File: config.mk
export PLATFORM = sky130hd
export DESIGN_NAME = command_line_tokenizer_unit
export DESIGN_NICKNAME = d
export VERILOG_FILES = /design/src/clt_pkg.sv /design/src/command_line_tokenizer_unit.sv /design/src/clt_front.sv /design/src/clt_queue.sv /design/src/clt_back.sv
export SDC_FILE = /design/constraint.sdc
export NUM_CORES = 1
export LEC_CHECK = 0
export BUFFER_PORTS_ARGS = -buffer_cell sky130_fd_sc_hd__buf_4
export CORE_AREA = 5 5 237 239
export CTS_CLUSTER_DIAMETER = 50
export DETAILED_ROUTE_END_ITERATION = 7
export DIE_AREA = 0 0 242 244
export PLACE_DENSITY = 0.72
export RECOVER_POWER = 25
export SLEW_MARGIN = 20
export SYNTH_ARGS = -nofsm -noshare
export SYNTH_HDL_FRONTEND = slang
export SYNTH_HIERARCHICAL = 1
export SYNTH_SLANG_ARGS = --single-unit
export TNS_END_PERCENT = 20
File: constraint.sdc
create_clock -name clk -period 19.2 [get_ports clk]
set_input_delay 2.88 -clock clk [delete_from_list [all_inputs] [get_ports clk]]
set_output_delay 2.88 -clock clk [all_outputs]
set_load 0.01 [all_outputs]
File: src/clt_pkg.sv
// Shared types, constants and scan helpers for the command line tokenizer.
`timescale 1ns / 1ps

package clt_pkg;

  // Limits of the tokenizer.
  localparam int MAX_ARGS   = 16;
  localparam int MAX_STAGES = 6;
  localparam int LINE_LEN   = 512;

  // Results one character can cause, and the depth of the group queue.
  localparam int MAX_RES = 3;
  localparam int Q_DEPTH = 4;
  localparam int Q_AW    = $clog2(Q_DEPTH);

  // Character codes.
  localparam logic [7:0] CH_NUL   = 8'h00;
  localparam logic [7:0] CH_TAB   = 8'h09;
  localparam logic [7:0] CH_NL    = 8'h0A;
  localparam logic [7:0] CH_SPACE = 8'h20;
  localparam logic [7:0] CH_AMP   = 8'h26;
  localparam logic [7:0] CH_ONE   = 8'h31;
  localparam logic [7:0] CH_TWO   = 8'h32;
  localparam logic [7:0] CH_LT    = 8'h3C;
  localparam logic [7:0] CH_GT    = 8'h3E;
  localparam logic [7:0] CH_PIPE  = 8'h7C;

  // Scanner modes.
  typedef enum logic [2:0] {
    MD_BETWEEN,
    MD_ARG,
    MD_GT,
    MD_PSKIP,
    MD_PATH,
    MD_IGN_STAGE,
    MD_IGN_LINE
  } mode_t;

  // Result event codes.
  typedef enum logic [2:0] {
    EV_ARG,
    EV_STDIN,
    EV_STDOUT,
    EV_STAGE,
    EV_LINE
  } ev_t;

  // One result item without its last mark.
  typedef struct packed {
    ev_t        ev;
    logic [2:0] stage;
    logic [3:0] arg_index;
    logic [8:0] start;
    logic [8:0] length;
    logic [4:0] argc;
    logic       merge;
    logic [2:0] stage_count;
  } event_t;

  // All results caused by one character.
  typedef struct packed {
    event_t [MAX_RES-1:0] slot;
    logic [1:0]           cnt;
  } group_t;

  // Scanner state.
  typedef struct packed {
    mode_t      mode;
    ev_t        kind;
    logic [8:0] tstart;
    logic [1:0] mp;
    logic [4:0] ac;
    logic [2:0] si;
    logic       mf;
  } scan_t;

  // State after a token is closed, and the event it gives if any.
  typedef struct packed {
    scan_t  s;
    logic   emit;
    event_t ev;
  } fin_t;

  localparam scan_t SCAN_RESET = '{
    mode:   MD_BETWEEN,
    kind:   EV_ARG,
    tstart: 9'd0,
    mp:     2'd0,
    ac:     5'd0,
    si:     3'd0,
    mf:     1'b0
  };

  function automatic logic is_blank(logic [7:0] c);
    return c inside {CH_SPACE, CH_TAB};
  endfunction

  function automatic event_t mk_event(ev_t ev, logic [2:0] stg, logic [3:0] ai,
                                      logic [8:0] st, logic [8:0] len,
                                      logic [4:0] ac, logic mf, logic [2:0] cnt);
    event_t e;
    e.ev          = ev;
    e.stage       = stg;
    e.arg_index   = ai;
    e.start       = st;
    e.length      = len;
    e.argc        = ac;
    e.merge       = mf;
    e.stage_count = cnt;
    return e;
  endfunction

  // Close the pending token at offset pos_end.
  function automatic fin_t finish_token(scan_t s, logic [8:0] pos_end);
    fin_t r;
    r.s    = s;
    r.emit = 1'b0;
    r.ev   = '0;
    case (s.mode)
      MD_ARG: begin
        if (s.ac >= 5'(MAX_ARGS)) begin
          r.s.mode = MD_IGN_STAGE;
        end else begin
          r.emit   = 1'b1;
          r.ev     = mk_event(EV_ARG, s.si, s.ac[3:0], s.tstart, pos_end - s.tstart,
                              5'd0, 1'b0, 3'd0);
          r.s.ac   = s.ac + 5'd1;
          r.s.mode = MD_BETWEEN;
        end
        r.s.mp = 2'd0;
      end
      MD_GT, MD_PSKIP: begin
        r.emit   = 1'b1;
        r.ev     = mk_event(s.kind, s.si, 4'd0, pos_end, 9'd0, 5'd0, 1'b0, 3'd0);
        r.s.mode = MD_BETWEEN;
      end
      MD_PATH: begin
        r.emit   = 1'b1;
        r.ev     = mk_event(s.kind, s.si, 4'd0, s.tstart, pos_end - s.tstart,
                            5'd0, 1'b0, 3'd0);
        r.s.mode = MD_BETWEEN;
      end
      default: begin
      end
    endcase
    return r;
  endfunction

endpackage

File: src/command_line_tokenizer_unit.sv
// Top level of the command line tokenizer: front part, group queue and back part.
// Throughput: one character item per cycle while full is low; result items leave at one per cycle while pop is high.
// The results of an accepted character are written into the group queue, then loaded into the back part to be shown.
// A character can cause up to three results; full rises when four groups wait.
// Reset is synchronous and clears scanner state, queue pointers and the output stage's valid flag and index.
`timescale 1ns / 1ps

module command_line_tokenizer_unit (
  input  logic       clk,
  input  logic       rst,
  input  logic       push,
  output logic       full,
  input  logic [7:0] ch,
  input  logic       end_of_line,
  output logic       empty,
  input  logic       pop,
  output logic [2:0] event_res,
  output logic [2:0] stage,
  output logic [3:0] arg_index,
  output logic [8:0] start_res,
  output logic [8:0] length,
  output logic [4:0] argc,
  output logic       merge_err,
  output logic [2:0] stage_count,
  output logic       last
);

  logic            wr;
  clt_pkg::group_t wr_group;
  logic            q_rd;
  logic            q_valid;
  clt_pkg::group_t q_group;

  // Character scanner.
  clt_front u_front (
    .clk         (clk),
    .rst         (rst),
    .push        (push),
    .full        (full),
    .ch          (ch),
    .end_of_line (end_of_line),
    .wr          (wr),
    .wr_group    (wr_group)
  );

  // Decoupling queue.
  clt_queue u_queue (
    .clk      (clk),
    .rst      (rst),
    .wr       (wr),
    .wr_group (wr_group),
    .rd       (q_rd),
    .full     (full),
    .rd_valid (q_valid),
    .rd_group (q_group)
  );

  // Result output stage.
  clt_back u_back (
    .clk         (clk),
    .rst         (rst),
    .q_valid     (q_valid),
    .q_group     (q_group),
    .q_rd        (q_rd),
    .pop         (pop),
    .empty       (empty),
    .event_res   (event_res),
    .stage       (stage),
    .arg_index   (arg_index),
    .start_res   (start_res),
    .length      (length),
    .argc        (argc),
    .merge_err   (merge_err),
    .stage_count (stage_count),
    .last        (last)
  );

endmodule

File: src/clt_front.sv
// Front part: accepts characters, updates the scanner and builds result groups.
`timescale 1ns / 1ps

module clt_front (
  input  logic                clk,
  input  logic                rst,
  input  logic                push,
  input  logic                full,
  input  logic [7:0]          ch,
  input  logic                end_of_line,
  output logic                wr,
  output clt_pkg::group_t     wr_group
);

  clt_pkg::scan_t  scan;
  clt_pkg::scan_t  scan_next;
  logic [8:0]      position;
  logic [8:0]      position_next;
  logic            accept;

  clt_pkg::scan_t  s;
  clt_pkg::fin_t   f;
  clt_pkg::group_t g;
  logic [1:0]      n;
  logic [8:0]      pos;
  logic [2:0]      l_stg;
  logic [4:0]      l_ac;
  logic            l_mf;

  assign accept = push && !full;

  // Work out the effect of one character: new state and up to three results.
  always_comb begin
    s     = scan;
    pos   = position;
    g     = '0;
    n     = 2'd0;
    f     = '0;
    l_stg = 3'd0;
    l_ac  = 5'd0;
    l_mf  = 1'b0;

    if (s.mode != clt_pkg::MD_IGN_LINE) begin
      if (ch == clt_pkg::CH_NUL || pos >= 9'(clt_pkg::LINE_LEN - 1)) begin
        // A zero byte or an overlong line ends the line content.
        f = clt_pkg::finish_token(s, pos);
        s = f.s;
        if (f.emit) begin
          g.slot[n] = f.ev;
          n = n + 2'd1;
        end
        s.mode = clt_pkg::MD_IGN_LINE;
      end else begin
        if (ch == clt_pkg::CH_PIPE) begin
          // A pipe closes the token and then the stage.
          f = clt_pkg::finish_token(s, pos);
          s = f.s;
          if (f.emit) begin
            g.slot[n] = f.ev;
            n = n + 2'd1;
          end
          if (s.si < 3'(clt_pkg::MAX_STAGES)) begin
            g.slot[n] = clt_pkg::mk_event(clt_pkg::EV_STAGE, s.si, 4'd0, 9'd0, 9'd0,
                                          s.ac, s.mf, 3'd0);
            n = n + 2'd1;
            if (s.ac != 5'd0) begin
              s.si = s.si + 3'd1;
            end
          end
          s.ac   = 5'd0;
          s.mf   = 1'b0;
          s.mp   = 2'd0;
          s.mode = (s.si >= 3'(clt_pkg::MAX_STAGES)) ? clt_pkg::MD_IGN_STAGE
                                                      : clt_pkg::MD_BETWEEN;
        end else begin
          case (s.mode)
            clt_pkg::MD_BETWEEN: begin
              if (clt_pkg::is_blank(ch)) begin
                s.mode = clt_pkg::MD_BETWEEN;
              end else if (ch == clt_pkg::CH_NL) begin
                s.mode = clt_pkg::MD_IGN_STAGE;
              end else if (ch == clt_pkg::CH_GT) begin
                s.mode = clt_pkg::MD_GT;
                s.kind = clt_pkg::EV_STDOUT;
              end else if (ch == clt_pkg::CH_LT) begin
                s.mode = clt_pkg::MD_PSKIP;
                s.kind = clt_pkg::EV_STDIN;
              end else begin
                s.mode   = clt_pkg::MD_ARG;
                s.kind   = clt_pkg::EV_ARG;
                s.tstart = pos;
                s.mp     = (ch == clt_pkg::CH_TWO) ? 2'd1 : 2'd0;
              end
            end
            clt_pkg::MD_ARG: begin
              if (clt_pkg::is_blank(ch) || ch == clt_pkg::CH_NL) begin
                f = clt_pkg::finish_token(s, pos);
                s = f.s;
                if (f.emit) begin
                  g.slot[n] = f.ev;
                  n = n + 2'd1;
                end
              end else if (s.mp == 2'd3 && ch == clt_pkg::CH_ONE) begin
                // A complete stderr merge mark ends here.
                s.mf   = 1'b1;
                s.mp   = 2'd0;
                s.mode = clt_pkg::MD_BETWEEN;
              end else if ((s.mp == 2'd1 && ch == clt_pkg::CH_GT) ||
                           (s.mp == 2'd2 && ch == clt_pkg::CH_AMP)) begin
                s.mp = s.mp + 2'd1;
              end else begin
                s.mp = 2'd0;
              end
            end
            clt_pkg::MD_GT: begin
              if (ch == clt_pkg::CH_GT || clt_pkg::is_blank(ch)) begin
                s.mode = clt_pkg::MD_PSKIP;
              end else if (ch == clt_pkg::CH_NL) begin
                f = clt_pkg::finish_token(s, pos);
                s = f.s;
                if (f.emit) begin
                  g.slot[n] = f.ev;
                  n = n + 2'd1;
                end
              end else begin
                s.mode   = clt_pkg::MD_PATH;
                s.tstart = pos;
              end
            end
            clt_pkg::MD_PSKIP: begin
              if (clt_pkg::is_blank(ch)) begin
                s.mode = clt_pkg::MD_PSKIP;
              end else if (ch == clt_pkg::CH_NL) begin
                f = clt_pkg::finish_token(s, pos);
                s = f.s;
                if (f.emit) begin
                  g.slot[n] = f.ev;
                  n = n + 2'd1;
                end
              end else begin
                s.mode   = clt_pkg::MD_PATH;
                s.tstart = pos;
              end
            end
            clt_pkg::MD_PATH: begin
              if (clt_pkg::is_blank(ch) || ch == clt_pkg::CH_NL) begin
                f = clt_pkg::finish_token(s, pos);
                s = f.s;
                if (f.emit) begin
                  g.slot[n] = f.ev;
                  n = n + 2'd1;
                end
              end
            end
            default: begin
            end
          endcase
        end
        pos = pos + 9'd1;
      end
    end

    // The final character closes the token, reports the last stage and clears state.
    if (end_of_line) begin
      if (s.mode != clt_pkg::MD_IGN_LINE) begin
        f = clt_pkg::finish_token(s, pos);
        s = f.s;
        if (f.emit) begin
          g.slot[n] = f.ev;
          n = n + 2'd1;
        end
      end
      if (s.si < 3'(clt_pkg::MAX_STAGES)) begin
        l_stg = s.si;
        l_ac  = s.ac;
        l_mf  = s.mf;
        if (s.ac != 5'd0) begin
          s.si = s.si + 3'd1;
        end
      end
      g.slot[n] = clt_pkg::mk_event(clt_pkg::EV_LINE, l_stg, 4'd0, 9'd0, 9'd0,
                                    l_ac, l_mf, s.si);
      n = n + 2'd1;
      s   = clt_pkg::SCAN_RESET;
      pos = 9'd0;
    end

    g.cnt         = n;
    scan_next     = s;
    position_next = pos;
    wr_group      = g;
    wr            = accept && (n != 2'd0);
  end

  // Scanner state advances on every accepted character.
  always_ff @(posedge clk) begin
    if (rst) begin
      scan     <= clt_pkg::SCAN_RESET;
      position <= 9'd0;
    end else if (accept) begin
      scan     <= scan_next;
      position <= position_next;
    end
  end

endmodule

File: src/clt_queue.sv
// Short queue of result groups between the front and back parts.
`timescale 1ns / 1ps

module clt_queue (
  input  logic            clk,
  input  logic            rst,
  input  logic            wr,
  input  clt_pkg::group_t wr_group,
  input  logic            rd,
  output logic            full,
  output logic            rd_valid,
  output clt_pkg::group_t rd_group
);

  clt_pkg::group_t          mem [clt_pkg::Q_DEPTH];
  logic [clt_pkg::Q_AW-1:0] wr_ptr;
  logic [clt_pkg::Q_AW-1:0] rd_ptr;
  logic [clt_pkg::Q_AW:0]   count;
  logic                     do_wr;
  logic                     do_rd;

  assign full     = (count == (clt_pkg::Q_AW + 1)'(clt_pkg::Q_DEPTH));
  assign rd_valid = (count != '0);
  assign rd_group = mem[rd_ptr];
  assign do_wr    = wr && !full;
  assign do_rd    = rd && rd_valid;

  // Storage for waiting groups.
  always_ff @(posedge clk) begin
    if (do_wr) begin
      mem[wr_ptr] <= wr_group;
    end
  end

  // Pointers and fill count.
  always_ff @(posedge clk) begin
    if (rst) begin
      wr_ptr <= '0;
      rd_ptr <= '0;
      count  <= '0;
    end else begin
      if (do_wr) begin
        wr_ptr <= wr_ptr + (clt_pkg::Q_AW)'(1);
      end
      if (do_rd) begin
        rd_ptr <= rd_ptr + (clt_pkg::Q_AW)'(1);
      end
      if (do_wr && !do_rd) begin
        count <= count + (clt_pkg::Q_AW + 1)'(1);
      end else if (do_rd && !do_wr) begin
        count <= count - (clt_pkg::Q_AW + 1)'(1);
      end
    end
  end

endmodule

File: src/clt_back.sv
// Back part: holds one result group and hands out its items one at a time.
`timescale 1ns / 1ps

module clt_back (
  input  logic            clk,
  input  logic            rst,
  input  logic            q_valid,
  input  clt_pkg::group_t q_group,
  output logic            q_rd,
  input  logic            pop,
  output logic            empty,
  output logic [2:0]      event_res,
  output logic [2:0]      stage,
  output logic [3:0]      arg_index,
  output logic [8:0]      start_res,
  output logic [8:0]      length,
  output logic [4:0]      argc,
  output logic            merge_err,
  output logic [2:0]      stage_count,
  output logic            last
);

  clt_pkg::group_t cur;
  logic [1:0]      idx;
  logic            cur_valid;
  clt_pkg::event_t ev;
  logic            advance;
  logic            done;

  assign ev      = cur.slot[idx];
  assign last    = (idx == cur.cnt - 2'd1);
  assign empty   = !cur_valid;
  assign advance = pop && cur_valid;
  assign done    = advance && last;
  assign q_rd    = q_valid && (!cur_valid || done);

  // Result fields of the item on display.
  assign event_res   = ev.ev;
  assign stage       = ev.stage;
  assign arg_index   = ev.arg_index;
  assign start_res   = ev.start;
  assign length      = ev.length;
  assign argc        = ev.argc;
  assign merge_err   = ev.merge;
  assign stage_count = ev.stage_count;

  // Group payload is loaded whenever a new group is taken from the queue.
  always_ff @(posedge clk) begin
    if (q_rd) begin
      cur <= q_group;
    end
  end

  // Item index within the group and the valid flag.
  always_ff @(posedge clk) begin
    if (rst) begin
      cur_valid <= 1'b0;
      idx       <= 2'd0;
    end else if (q_rd) begin
      cur_valid <= 1'b1;
      idx       <= 2'd0;
    end else if (done) begin
      cur_valid <= 1'b0;
      idx       <= 2'd0;
    end else if (advance) begin
      idx <= idx + 2'd1;
    end
  end

endmodule

======== Yosys cells after proc, flatten, opt, wreduce, memory -nomap -nowiden ========
Memories as Yosys holds them, arrays and structs flattened. A register that Yosys moved wholly into a read port is not among the register bits.
Cells that the tools add are included.
storage, ports and cells
  memory bits (writable) .................. 452
  word-level logic and storage cells ...... 262
  memories ................................ 1
  input bits .............................. 13
  flip-flop bits (word level) ............. 45
memory list
  memory       words  width  rd ports  clocked after Yosys merged registers in  wr ports  line             RTL
  u_queue.mem  4      113    1         1                                        1         clt_queue.sv:15  clt_pkg::group_t mem [clt_pkg::Q_DEPTH];
operators by class
  reductions and logical operators ........ 36
  multiplexer cells ....................... 158
  equal/unequal tests ..................... 24
  add/sub/neg operators ................... 17
  $lt $le $gt $ge ......................... 13
operator list
  kind                                                                    count
  38-bit 2-to-1 mux                                                       30
  37-bit 2-to-1 mux                                                       21
  111-bit 2-to-1 mux                                                      6
  111-bit bitwise mux                                                     3
  38-bit case mux with 3 select lines                                     2
  37-bit demux with 2-bit select                                          3
  74-bit 2-to-1 mux                                                       2
  37-bit case mux with 4 select lines                                     1
  26-bit 2-to-1 mux                                                       5
  17-bit case mux with 5 select lines                                     1
  37-bit binary-select mux with 2-bit select                              1
  3-bit 2-to-1 mux                                                        22
  9-bit 2-to-1 mux                                                        6
  8-bit by 6-bit equality test with 1-bit output (second input constant)  6
  5-bit 2-to-1 mux                                                        9
  20-bit 2-to-1 mux                                                       2
  9-bit case mux with 4 select lines                                      1
  2-bit 2-to-1 mux                                                        17
  14-bit 2-to-1 mux                                                       2
  11-bit 2-to-1 mux                                                       2
  1-bit 2-to-1 mux                                                        18
  9-bit subtractor                                                        2
  8-bit by 4-bit equality test with 1-bit output (second input constant)  2
  1-bit logical AND                                                       15
  33 further kinds                                                        69

======== Longest topological paths before layout ========
Gate-level depths: netlist (run 1).
  word-level depth ........................ 34
  mapped depth ............................ 25

======== Modules after synthesis ========
The synthesis (run 1) kept the hierarchy.
modules (own cells, without submodules)
  module     times used  cells an instance  area each (µm²)  sequential area each (µm²)
  clt_queue  1           639                16,787.4         13,753.2
  clt_front  1           789                5,380.2          700.7
  clt_back   1           262                4,385.5          3,453.3

======== Worst setup path after synthesis (run 1) ========
OpenSTA, ideal clock, no wires.
  path kind ............................... input -> register
  start ................................... input ch[4]
  end ..................................... memory u_queue/mem[0][0] in the netlist's numbering, enable pin
  setup time .............................. 0.485 ns
  setup slack ............................. 9.629 ns
  data required time ...................... 18.715 ns
  stages on the path ...................... 17
  data arrival time ....................... 9.086 ns
  path through ............................ buf_6 -> or4_4 -> or3_1 -> buf_4 -> and4_4 -> a31oi_4 -> o32ai_1 -> mux2_4 -> o21a_1 -> buf_6 -> a21oi_1 -> ha_1 -> o21ai_0 -> o31a_1 -> inv_1 -> nor2_1 -> and2_1
RTL lines
  element          line                               RTL
  start, declared  command_line_tokenizer_unit.sv:13  input logic [7:0] ch,
  end, declared    clt_queue.sv:15

==> results of run 1 <==
-- cells by family (layout without fill, tap and decap cells) --
logic type,after synthesis,count (layout),synth area share
buffers and inverters,141,245,0.0272
AND/OR/NAND/NOR,392,392,0.0734
flip-flops,612,612,0.674
multiplexers,175,175,0.120
adder cells (fa/ha/maj),43,43,0.0211
XOR/XNOR,33,33,0.0112
AO/OA/AOI/OAI,294,294,0.0732
-- path summary, 6_finish.rpt --
path                              endpoint  cells after the start                           from  slack (ns)
max           u_queue/mem[1][57]$_DFFE_PP_                     16                          ch[4]       10.03
min reg2reg  u_front/scan[22]$_SDFFE_PP0P_                      2  u_front/scan[22]$_SDFFE_PP0P_        0.50
min          u_front/scan[22]$_SDFFE_PP0P_                      2  u_front/scan[22]$_SDFFE_PP0P_        0.50
max reg2reg       u_back/cur[30]$_DFFE_PP_                      5     u_back/idx[0]$_SDFFE_PP0P_       10.26
-- registers in the layout (all words and copies together) (netlist names), named ones only --
name	count
u_front/scan	26
u_queue/rd_ptr	2
u_queue/count	3
u_back/cur	113
u_back/idx	2
u_back/cur_valid	1
u_front/position	9
u_queue/mem	452
u_queue/wr_ptr	2
-- metal layers --
| layer | vias to the layer above | routed length (um) |
|---|---|---|
| li1 | 6720 | - |
| met2 | 474 | 32400 |
| met1 | 7747 | 25400 |
| met5 | - | 0 |
| met4 | 0 | 1690 |
| met3 | 117 | 3280 |
-- report_power, final --
part / internal, uW / leakage [uW] / switching (uW)
sequential: 1720 / 0.00590 / 81.1
combinational: 339 / 0.00281 / 403
clock: 830 / 0.00119 / 535
total: 2890 / 0.00990 / 1020
-- worst max-delay path, cell delays in order --
cell and delay (ns):
clkbuf_1 0.32, and4_1 0.33, nand4b_1 0.71, o311ai_0 0.34, a211o_1 0.22, nor3b_4 0.42, and2_1 0.34, o21a_1 0.48
a21oi_1 0.21, ha_1 0.32, o21ai_0 0.48, o31a_1 0.21, inv_1 0.07, nor2_1 0.34, and2_4 0.94, buf_4 0.69
-- cell usage after synthesis, types with 6 or more instances --
cell | n | area [sq um]
dfxtp_1 | 47 | 941
nor2_1 | 125 | 469
o21ai_1 | 38 | 190
o22ai_1 | 26 | 163
nor2b_1 | 13 | 81.3
xnor2_1 | 19 | 166
o21a_1 | 7 | 52.6
edfxtp_1 | 565 | 17000
and2_1 | 16 | 100
xor2_1 | 13 | 114
clkbuf_1 | 44 | 165
a31oi_1 | 12 | 75.1
mux4_2 | 113 | 2540
inv_1 | 41 | 154
nand2b_1 | 16 | 100
mux2i_1 | 58 | 581
ha_1 | 40 | 500
o32ai_1 | 7 | 61.3
or3_1 | 9 | 56.3
a21o_1 | 11 | 82.6
a22o_1 | 6 | 52.6
nand3_1 | 12 | 60.1
nand2_1 | 120 | 450
nor4_1 | 9 | 56.3
buf_2 | 29 | 145
a21oi_1 | 55 | 275
nor3_1 | 19 | 95.1
o21ai_0 | 34 | 170
a41oi_1 | 6 | 52.6
a22oi_1 | 36 | 270
nand4_1 | 12 | 75.1
buf_8 | 8 | 120
-- cell type report --
cell class	instances	area, sq um	area share
clock inverters	42	528	0.0177
inverters	43	161	0.00542
flip-flops and latches	612	17900	0.601
well taps	696	871	0.0292
clock buffers	87	1890	0.0633
repair buffers	73	499	0.0167
multi-input cells	937	7950	0.267
-- stage by stage --
step	utilization	setup slack [ns]
floorplan	-	9.63
global placement	0.512	9.85
detailed placement	0.512	9.69
CTS	0.557	10.30
global route	0.556	9.31
finish	0.556	10.03
==> flow_summary.ini, run 1 <==
[synthesis]
seq_area_frac_synth = 0.674
syn_avg_cell_area_sq_um = 15.7
synthFlopType = edfxtp_1
synthArstFlopShare = 0
netlist_area_sq_um = 26600
synth_seq_cells = 612
ys_warn_count = 6
syn_inst = 1690
syn-num-nets = 1746
yosysUniqueCellTypes = 93
synth-edff-count = 565

[global_route]
antenna_found_initial = 0
grt_pass1_vias = 15500
gr-usage-met1 = 0.274
globalRouteMet3Util = 0.0401
grt_pass1_wl_um = 95600
grt-ovfl-total = 0
grt_busiest_layer = met2
use_met2 = 0.363
track_usage = 0.210
grt_start_max_net_pins = 73

[run]
cap_violations = 7

[setup_path]
criticalPathCategory = primary input to flip-flop
required_ns = 19.44
critPathMaxFanout = 69
critPathArrivalTime_ns = 9.41
cp-end-kind = flip-flop
cp-start-kind = primary input

[worst_hold_path]
worstHoldPathType = flip-flop to flip-flop

[clock_tree]
cts_sinks = 612
cts_resized = 0
numCtsBuffers = 70
h-tree-depth = 3
post_cts_buffers = 0
cts_tree = yes
clk_pin_slew_ns = 0.05
cts_buffer_depth = 3
postCtsHoldBufs = 0
clkLatencyLatePin_ns = 0.62
cts-root-buf = clkbuf_16

[layout]
stdcell_area_sq_um = 29800
final_layout_size_suffix_gt1_frac = 0.179
antennaDiodeCount = 0
final_common_cell = edfxtp_1
fill_cells = 4222
mostFrequentLayoutCells = edfxtp_1, nor2_1, nand2_1
final_nets = 1793
final_cells = 2490
syn_to_final_growth_pct = 12.2

[placed_design]
place_hpwl_um = 38900
placed_cell_area_sq_um = 27500
io_buffers = 52
gp_congestion = 0.924
dp.cells = 2361

[die]
initial_core_util = 0.495
die_h_um = 244
die_area_sq_um = 59000
die_w_um = 242
core_area_sq_um = 53600
io_pins = 53
rows = 85

[drt]
via_per_inst = 6.05
drc = 0
drt_iter0_markers = 1434
drt.antenna.violating_nets = 0
dr.pass1.iters = 6
wl_per_cell_um = 25.2
finalWirelength_um = 62800
vias = 15100

[sta]
period_share = 0.478
hold_violations = 0
slew_headroom = -1.69
worst_pin_slew_ns = 4.04
setup_tns_ns = 0
setup_viol = 0
finClkSkew_ns = 0.0415
drv_slew = 329
period_needed_ns = 9.17
rsz0062_at_grt = false
max_freq_ghz = 0.109
finalHoldWorstSlack_ns = 0.503

[power]
p_leak_uw = 0.00990
ir_drop_mv = 0.106
powerDensity_nw_per_um2 = 131
power_uw = 3910

[status]
failed_checks = capacitance limit, slew limit
status = finished, violations left
Power figures use the tool's default switching activity.
==> run 2, diff against run 1 <==
--- a/config.mk
+++ b/config.mk
@@ -5,12 +5,13 @@
 export SDC_FILE = /design/constraint.sdc
 export NUM_CORES = 1
 export LEC_CHECK = 0
+export ABC_AREA = 1
 export BUFFER_PORTS_ARGS = -buffer_cell sky130_fd_sc_hd__buf_4
-export CORE_AREA = 5 5 237 239
+export CORE_AREA = 5 5 241 243
 export CTS_CLUSTER_DIAMETER = 50
 export DETAILED_ROUTE_END_ITERATION = 7
-export DIE_AREA = 0 0 242 244
-export PLACE_DENSITY = 0.72
+export DIE_AREA = 0 0 246 248
+export PLACE_DENSITY = 0.75
 export RECOVER_POWER = 25
 export SLEW_MARGIN = 20
 export SYNTH_ARGS = -nofsm -noshare
==> constraint.sdc (replaced) <==
create_clock -name clk -period 8.4 [get_ports clk]
set_input_delay 1.26 -clock clk [delete_from_list [all_inputs] [get_ports clk]]
set_output_delay 1.26 -clock clk [all_outputs]
set_load 0.01 [all_outputs]
==> run 2 against run 1 <==
The run still ends with capacitance limit, slew limit left. Flip-flop and latch count did not move. Sequential power rose by 130%. Synthesized cell count rose by 52%. Synthesized area rose by 3.5%. Hold slack got worse by 0.035 ns. Cell area rose by 2.1%. Critical path type is now flip-flop to flip-flop.
==> flow_summary.ini, run 2 <==
[sta]
slew_headroom = -1.87
period_needed_ns = 6.74
max_freq_ghz = 0.148
period_share = 0.802
setup_viol = 0
hold_violations = 0
finClkSkew_ns = 0.0311
setup_tns_ns = 0
rsz0062_at_grt = false
drv_slew = 391
worst_pin_slew_ns = 4.31

[status]
failed_checks = capacitance limit, slew limit
status = finished, violations left

[drt]
drt.antenna.violating_nets = 0
drc = 0
wl_met2_um = 33800
drt_iter0_markers = 1948
highest_layer = met5
wl_per_cell_um = 21.2
dr.pass1.iters = 5
via_per_inst = 5.77
vias = 19600
route.met3.wl_um = 6960
met1_length_um = 29000
finalWirelength_um = 71900

[power]
p_leak_uw = 0.0110
power_uw = 8990
ir_drop_mv = 0.233
powerDensity_nw_per_um2 = 296

[setup_path]
criticalPathCategory = flip-flop to flip-flop
cp-end-kind = flip-flop
cp.depth = 24
critPathBufInv = 6
path_cells = ha_1, nand3_1, nor3_1, ha_1, nand3b_1, inv_1, nand2_4, inv_1, nand2_1, nor2_1, nand3_1, nor2_1, inv_2, nand3_4, nand2_1, nand2_1, inv_1, ha_1, o21ai_0, o21ai_0, inv_1, nand2_1, nor2_4, buf_12
critical-path-max-stage-delay_ns = 0.63
cp_slowest_cell = nor2_4
r2r_cells = 24
critPathMaxFanout = 94
required_ns = 8.65
critPathArrivalTime_ns = 6.99
cp-start-kind = flip-flop
cp_top_family = simple AND/OR/NAND/NOR gates

[synthesis]
syn_avg_cell_area_sq_um = 10.7
ys_warn_count = 6
synth_seq_cells = 612
yosysUniqueCellTypes = 55
synth-edff-count = 565
yosysMostFrequentCell = edfxtp_1
seq_area_frac_synth = 0.652
netlist_area_sq_um = 27500
synthArstFlopShare = 0
synth_top_area_share = 0.618
synthFlopType = edfxtp_1
synth_top_area_cell = edfxtp_1
syn-num-nets = 2623
ys_top_cells_by_count = edfxtp_1, nor2_1, nand2_1
syn_inst = 2567
synth_area_leaders = edfxtp_1, nor2_1, o21ai_0

[layout]
antennaDiodeCount = 0
syn_to_final_growth_pct = 10.7
top_regs = u_queue/mem x452, u_back/cur x113, u_front/scan x26
final_layout_size_suffix_gt1_frac = 0.0794
largest_reg_flops = 452
final_cells = 3389
mostFrequentLayoutCells = edfxtp_1, nor2_1, o21ai_0
regMostFlops = u_queue/mem
post-route-util = 0.546
final_common_cell = edfxtp_1
final_nets = 2637

[clock_tree]
cts-root-buf = clkbuf_16
h-tree-depth = 2
clk_pin_slew_ns = 0.06
cts_tree = yes
numCtsBuffers = 60
cts_sinks = 612
cts_resized = 0
post_cts_buffers = 0
cts_buffer_depth = 3
clkLatencyLatePin_ns = 0.64
postCtsHoldBufs = 0

[placed_design]
place_hpwl_um = 45700
io_buffers = 52
gp_congestion = 0.920
dp.cells = 3275

[die]
io_pins = 53
die_area_sq_um = 61000
die_w_um = 246
die_h_um = 248
initial_core_util = 0.493
core_area_sq_um = 55700
rows = 87

[global_route]
grt_pass1_vias = 18900
antenna_found_initial = 1
grt-ovfl-total = 0
track_usage = 0.230
grt_pass1_wl_um = 109000
grt_start_max_net_pins = 140

[worst_hold_path]
worstHoldPathType = flip-flop to flip-flop
holdPathStages = 2

[run]
cap_violations = 7
==> run 2: metrics by stage <==
| stage | hold WS (ns) | worst slack, ns | area (sq um) |
|---|---|---|---|
| 2_1_floorplan | 0.431 | -0.817 | 27500 |
| 3_3_place_gp | 0.446 | 1.93 | 28400 |
| 3_5_place_dp | 0.459 | 1.81 | 28400 |
| 4_1_cts | 0.469 | 2.31 | 30500 |
| 5_1_grt | 0.489 | 1.01 | 30400 |
| 6_report | 0.468 | 1.66 | 30400 |
==> run 2: kinds of logic (layout without fill, tap and decap cells) <==
| family | after synthesis | count (layout) | synth area share |
|---|---|---|---|
| adder cells (fa/ha/maj) | 43 | 43 | 0.0204 |
| AND/OR/NAND/NOR | 945 | 945 | 0.144 |
| buffers and inverters | 312 | 378 | 0.0516 |
| XOR/XNOR | 21 | 21 | 0.00669 |
| multiplexers | 1 | 1 | 0.000364 |
| AO/OA/AOI/OAI | 633 | 633 | 0.125 |
| flip-flops | 612 | 612 | 0.652 |
==> run 2: final timing paths <==
path	from	endpoint	slack (ns)
min reg2reg	u_front/scan[17]$_SDFFE_PP0P_	u_front/scan[17]$_SDFFE_PP0P_	0.47
max	u_front/position[1]$_SDFFE_PP0P_	u_queue/mem[3][14]$_DFFE_PP_	1.66
min	u_front/scan[17]$_SDFFE_PP0P_	u_front/scan[17]$_SDFFE_PP0P_	0.47
max reg2reg	u_front/position[1]$_SDFFE_PP0P_	u_queue/mem[3][14]$_DFFE_PP_	1.66
==> run 2: per-layer routing <==
layer	vias up	GRT usage
li1	9104	-
met1	9479	0.309
met2	820	0.369
met3	151	0.0597
met4	2	0.0748
met5	-	0
==> run 2: layout make-up <==
cell class,count,area (sq um)
Sequential cell,612,17900
Fill cell,4614,25300
Clock buffer,66,1550
Timing Repair Buffer,76,568
Clock inverter,48,573
Multi-Input combinational cell,1643,8170
Inverter,188,711
Tap cell,756,946
==> run 2: power breakdown <==
part	internal, uW	leakage [uW]	switching (uW)
combinational	543	0.00408	1490
clock	1630	0.00102	1190
sequential	4010	0.00588	141
total	6180	0.0110	2810
==> run 2: worst reg2reg max path, stage by stage (launching register included) <==
cell and delay [ns]:
dfxtp_1 0.41, ha_1 0.25, nand3_1 0.12, nor3_1 0.07, ha_1 0.20, nand3b_1 0.36
inv_1 0.32, nand2_4 0.15, inv_1 0.38, nand2_1 0.19, nor2_1 0.19, nand3_1 0.30
nor2_1 0.30, inv_2 0.11, nand3_4 0.18, nand2_1 0.07, nand2_1 0.08, inv_1 0.08
ha_1 0.30, o21ai_0 0.46, o21ai_0 0.17, inv_1 0.13, nand2_1 0.26, nor2_4 0.63
buf_12 0.54
==> run 3, diff against run 2 <==
--- a/config.mk
+++ b/config.mk
@@ -11,7 +11,7 @@
 export CTS_CLUSTER_DIAMETER = 50
 export DETAILED_ROUTE_END_ITERATION = 7
 export DIE_AREA = 0 0 246 248
-export PLACE_DENSITY = 0.75
+export PLACE_DENSITY = 0.72
 export RECOVER_POWER = 25
 export SLEW_MARGIN = 20
 export SYNTH_ARGS = -nofsm -noshare
==> constraint.sdc (replaced) <==
create_clock -name clk -period 7 [get_ports clk]
set_input_delay 1.05 -clock clk [delete_from_list [all_inputs] [get_ports clk]]
set_output_delay 1.05 -clock clk [all_outputs]
set_load 0.01 [all_outputs]
==> run 3 against run 2 <==
The flow still finishes with violations (capacitance limit, slew limit). Clock power increased by 21%. First-iteration DRC count increased by 15%. Non-clock buffer count increased by 8. Flip-flop and latch count unchanged. Clock skew decreased by 0.0038 ns. Register-to-register slack got worse by 0.83 ns. Combinational power increased by 17%. Cell count increased by 0.32%. Count of clock-buffer cells in the layout increased by 19. Critical endpoint is now u_queue/mem[1][55]$_DFFE_PP_. Largest power group unchanged.
==> flow_summary.ini, run 3 (synthesis gave the netlist of run 2 again) <==
[status]
status = finished, violations left
failed_checks = capacitance limit, slew limit

[setup_path]
cp_slowest_cell = nor2_4
r2r_slack_ns = 0.83
r2r-end = u_queue/mem[1][55]$_DFFE_PP_
criticalPathCategory = flip-flop to flip-flop
critPathArrivalTime_ns = 6.44
required_ns = 7.27
rr_startpoint = u_front/position[1]$_SDFFE_PP0P_
cp-start-kind = flip-flop
critical-path-max-stage-delay_ns = 0.70
r2r_cells = 24
cp-end-kind = flip-flop
path_cells = ha_1, nand3_1, nor3_1, ha_1, nand3b_1, inv_1, nand2_4, inv_1, nand2_1, nor2_1, nand3_4, nor2_4, inv_2, nand3_4, nand2_1, nand2_1, inv_1, ha_1, o21ai_0, o21ai_0, inv_1, nand2_1, nor2_4, buf_12
critPathMaxFanout = 42

[sta]
rsz0062_at_grt = false
setup_viol = 0
max_freq_ghz = 0.162
period_share = 0.881
slew_headroom = -2.05
worst_pin_slew_ns = 4.58
period_needed_ns = 6.17
finClkSkew_ns = 0.0272
drv_slew = 253
hold_violations = 0

[global_route]
grt_start_max_net_pins = 133
grt-ovfl-total = 0
grt_pass1_wl_um = 110000
antenna_found_initial = 0
grt_pass1_vias = 18800
track_usage = 0.232

[layout]
final_layout_size_suffix_gt1_frac = 0.0813
final_cells = 3400
largest_reg_flops = 452
regMostFlops = u_queue/mem
syn_to_final_growth_pct = 11.1
final_nets = 2651
final_common_cell = edfxtp_1
top_regs = u_queue/mem x452, u_back/cur x113, u_front/scan x26
antennaDiodeCount = 0
mostFrequentLayoutCells = edfxtp_1, nor2_1, o21ai_0

[worst_hold_path]
min-delay-start = u_front/scan[15]$_SDFFE_PP0P_
worstHoldPathType = flip-flop to flip-flop
holdPathStages = 2
worstHoldEndpoint = u_front/scan[15]$_SDFFE_PP0P_

[die]
die_w_um = 246
rows = 87
die_h_um = 248
initial_core_util = 0.493
io_pins = 53
core_area_sq_um = 55700
die_area_sq_um = 61000

[drt]
drt_iter0_markers = 2239
dr.pass1.iters = 8
drc = 0
vias = 19700
via_per_inst = 5.80
drt.antenna.violating_nets = 0
wl_per_cell_um = 21.1
finalWirelength_um = 71800

[clock_tree]
cts_resized = 0
cts_tree = yes
clkLatencyLatePin_ns = 0.61
numCtsBuffers = 66
h-tree-depth = 3
postCtsHoldBufs = 0
cts_buffer_depth = 3
cts_sinks = 612
cts-root-buf = clkbuf_16
clk_pin_slew_ns = 0.06
post_cts_buffers = 0

[placed_design]
dp.cells = 3283
io_buffers = 52
gp_congestion = 0.937
place_hpwl_um = 46300

[power]
comb_power_share = 0.220
pwr-share-clk = 0.316
powerDensity_nw_per_um2 = 354
ir_drop_mv = 0.263
power.internal_uw = 7430
sequentialPowerShare = 0.464
switching_power_uw = 3360
p_leak_uw = 0.0111
power_uw = 10800
switching_share = 0.311

[run]
cap_violations = 4
[run 3: cell types whose count changed in the layout (fill, tap and decap cells not counted), sizes merged]
cell,change
clkinv,-13
inv,+5
bufinv,-5
clkinvlp,-3
buf,+9
clkbuf,+18
[run 3: how the worst max path moves through the flow]
stage | slack (ns) | to | startpoint | cells past startpoint
2_1_floorplan | -0.15 | u_queue/mem[0][0]$_DFFE_PP_ | ch[7] | 22
3_3_place_gp | 1.12 | u_queue/mem[1][53]$_DFFE_PP_ | ch[7] | 25
3_5_place_dp | 0.91 | u_queue/mem[1][90]$_DFFE_PP_ | ch[7] | 25
4_1_cts | 1.21 | u_queue/mem[1][55]$_DFFE_PP_ | u_front/position[1]$_SDFFE_PP0P_ | 24
5_1_grt | 0.39 | u_queue/mem[1][56]$_DFFE_PP_ | u_front/position[1]$_SDFFE_PP0P_ | 23
6_report | 0.83 | u_queue/mem[1][55]$_DFFE_PP_ | u_front/position[1]$_SDFFE_PP0P_ | 24
[run 3: metrics by stage]
step / setup TNS [ns] / cell area (sq um) / setup slack, ns / util / hold WS (ns)
2_1_floorplan: -66.15 / 27500 / -0.146 / - / 0.431
3_3_place_gp: 0 / 28500 / 1.12 / 0.512 / 0.447
3_5_place_dp: 0 / 28500 / 0.911 / 0.512 / 0.457
4_1_cts: 0 / 30600 / 1.21 / 0.550 / 0.466
5_1_grt: 0 / 30500 / 0.389 / 0.548 / 0.494
6_report: 0 / 30500 / 0.832 / 0.548 / 0.464
[run 3: critical path: cells and delay by family (launching register included)]
family,cells,cell delay [ns]
compound gates,2,0.63
flops,1,0.42
fa+ha+maj,3,0.72
buf+inv,6,1.28
simple gates,13,2.72
[run 3: cell type report]
class                           instances  area (sq um)
Clock buffer                           85          1800
Clock inverter                         32           334
Fill cell                            4716         25200
Inverter                              188           711
Multi-Input combinational cell       1643          8170
Sequential cell                       612         17900
Tap cell                              756           946
Timing Repair Buffer                   84           657
[run 3: power groups by stage]
stage / clock [uW] / combinational [uW] / sequential (uW)
2_1_floorplan: 0 / 1660 / 5030
3_3_place_gp: 0 / 2380 / 5060
3_5_place_dp: 0 / 2440 / 5080
4_1_cts: 3470 / 2450 / 5010
5_1_grt: 3630 / 2620 / 5050
6_report: 3410 / 2380 / 5000
[run 3: per-layer routing]
| metal | up-vias | share of wire | track usage |
|---|---|---|---|
| li1 | 9132 | - | - |
| met1 | 9593 | 0.42 | 0.335 |
| met2 | 866 | 0.47 | 0.369 |
| met3 | 121 | 0.090 | 0.0366 |
| met4 | 0 | 0.024 | 0.0712 |
| met5 | - | 0 | 0 |
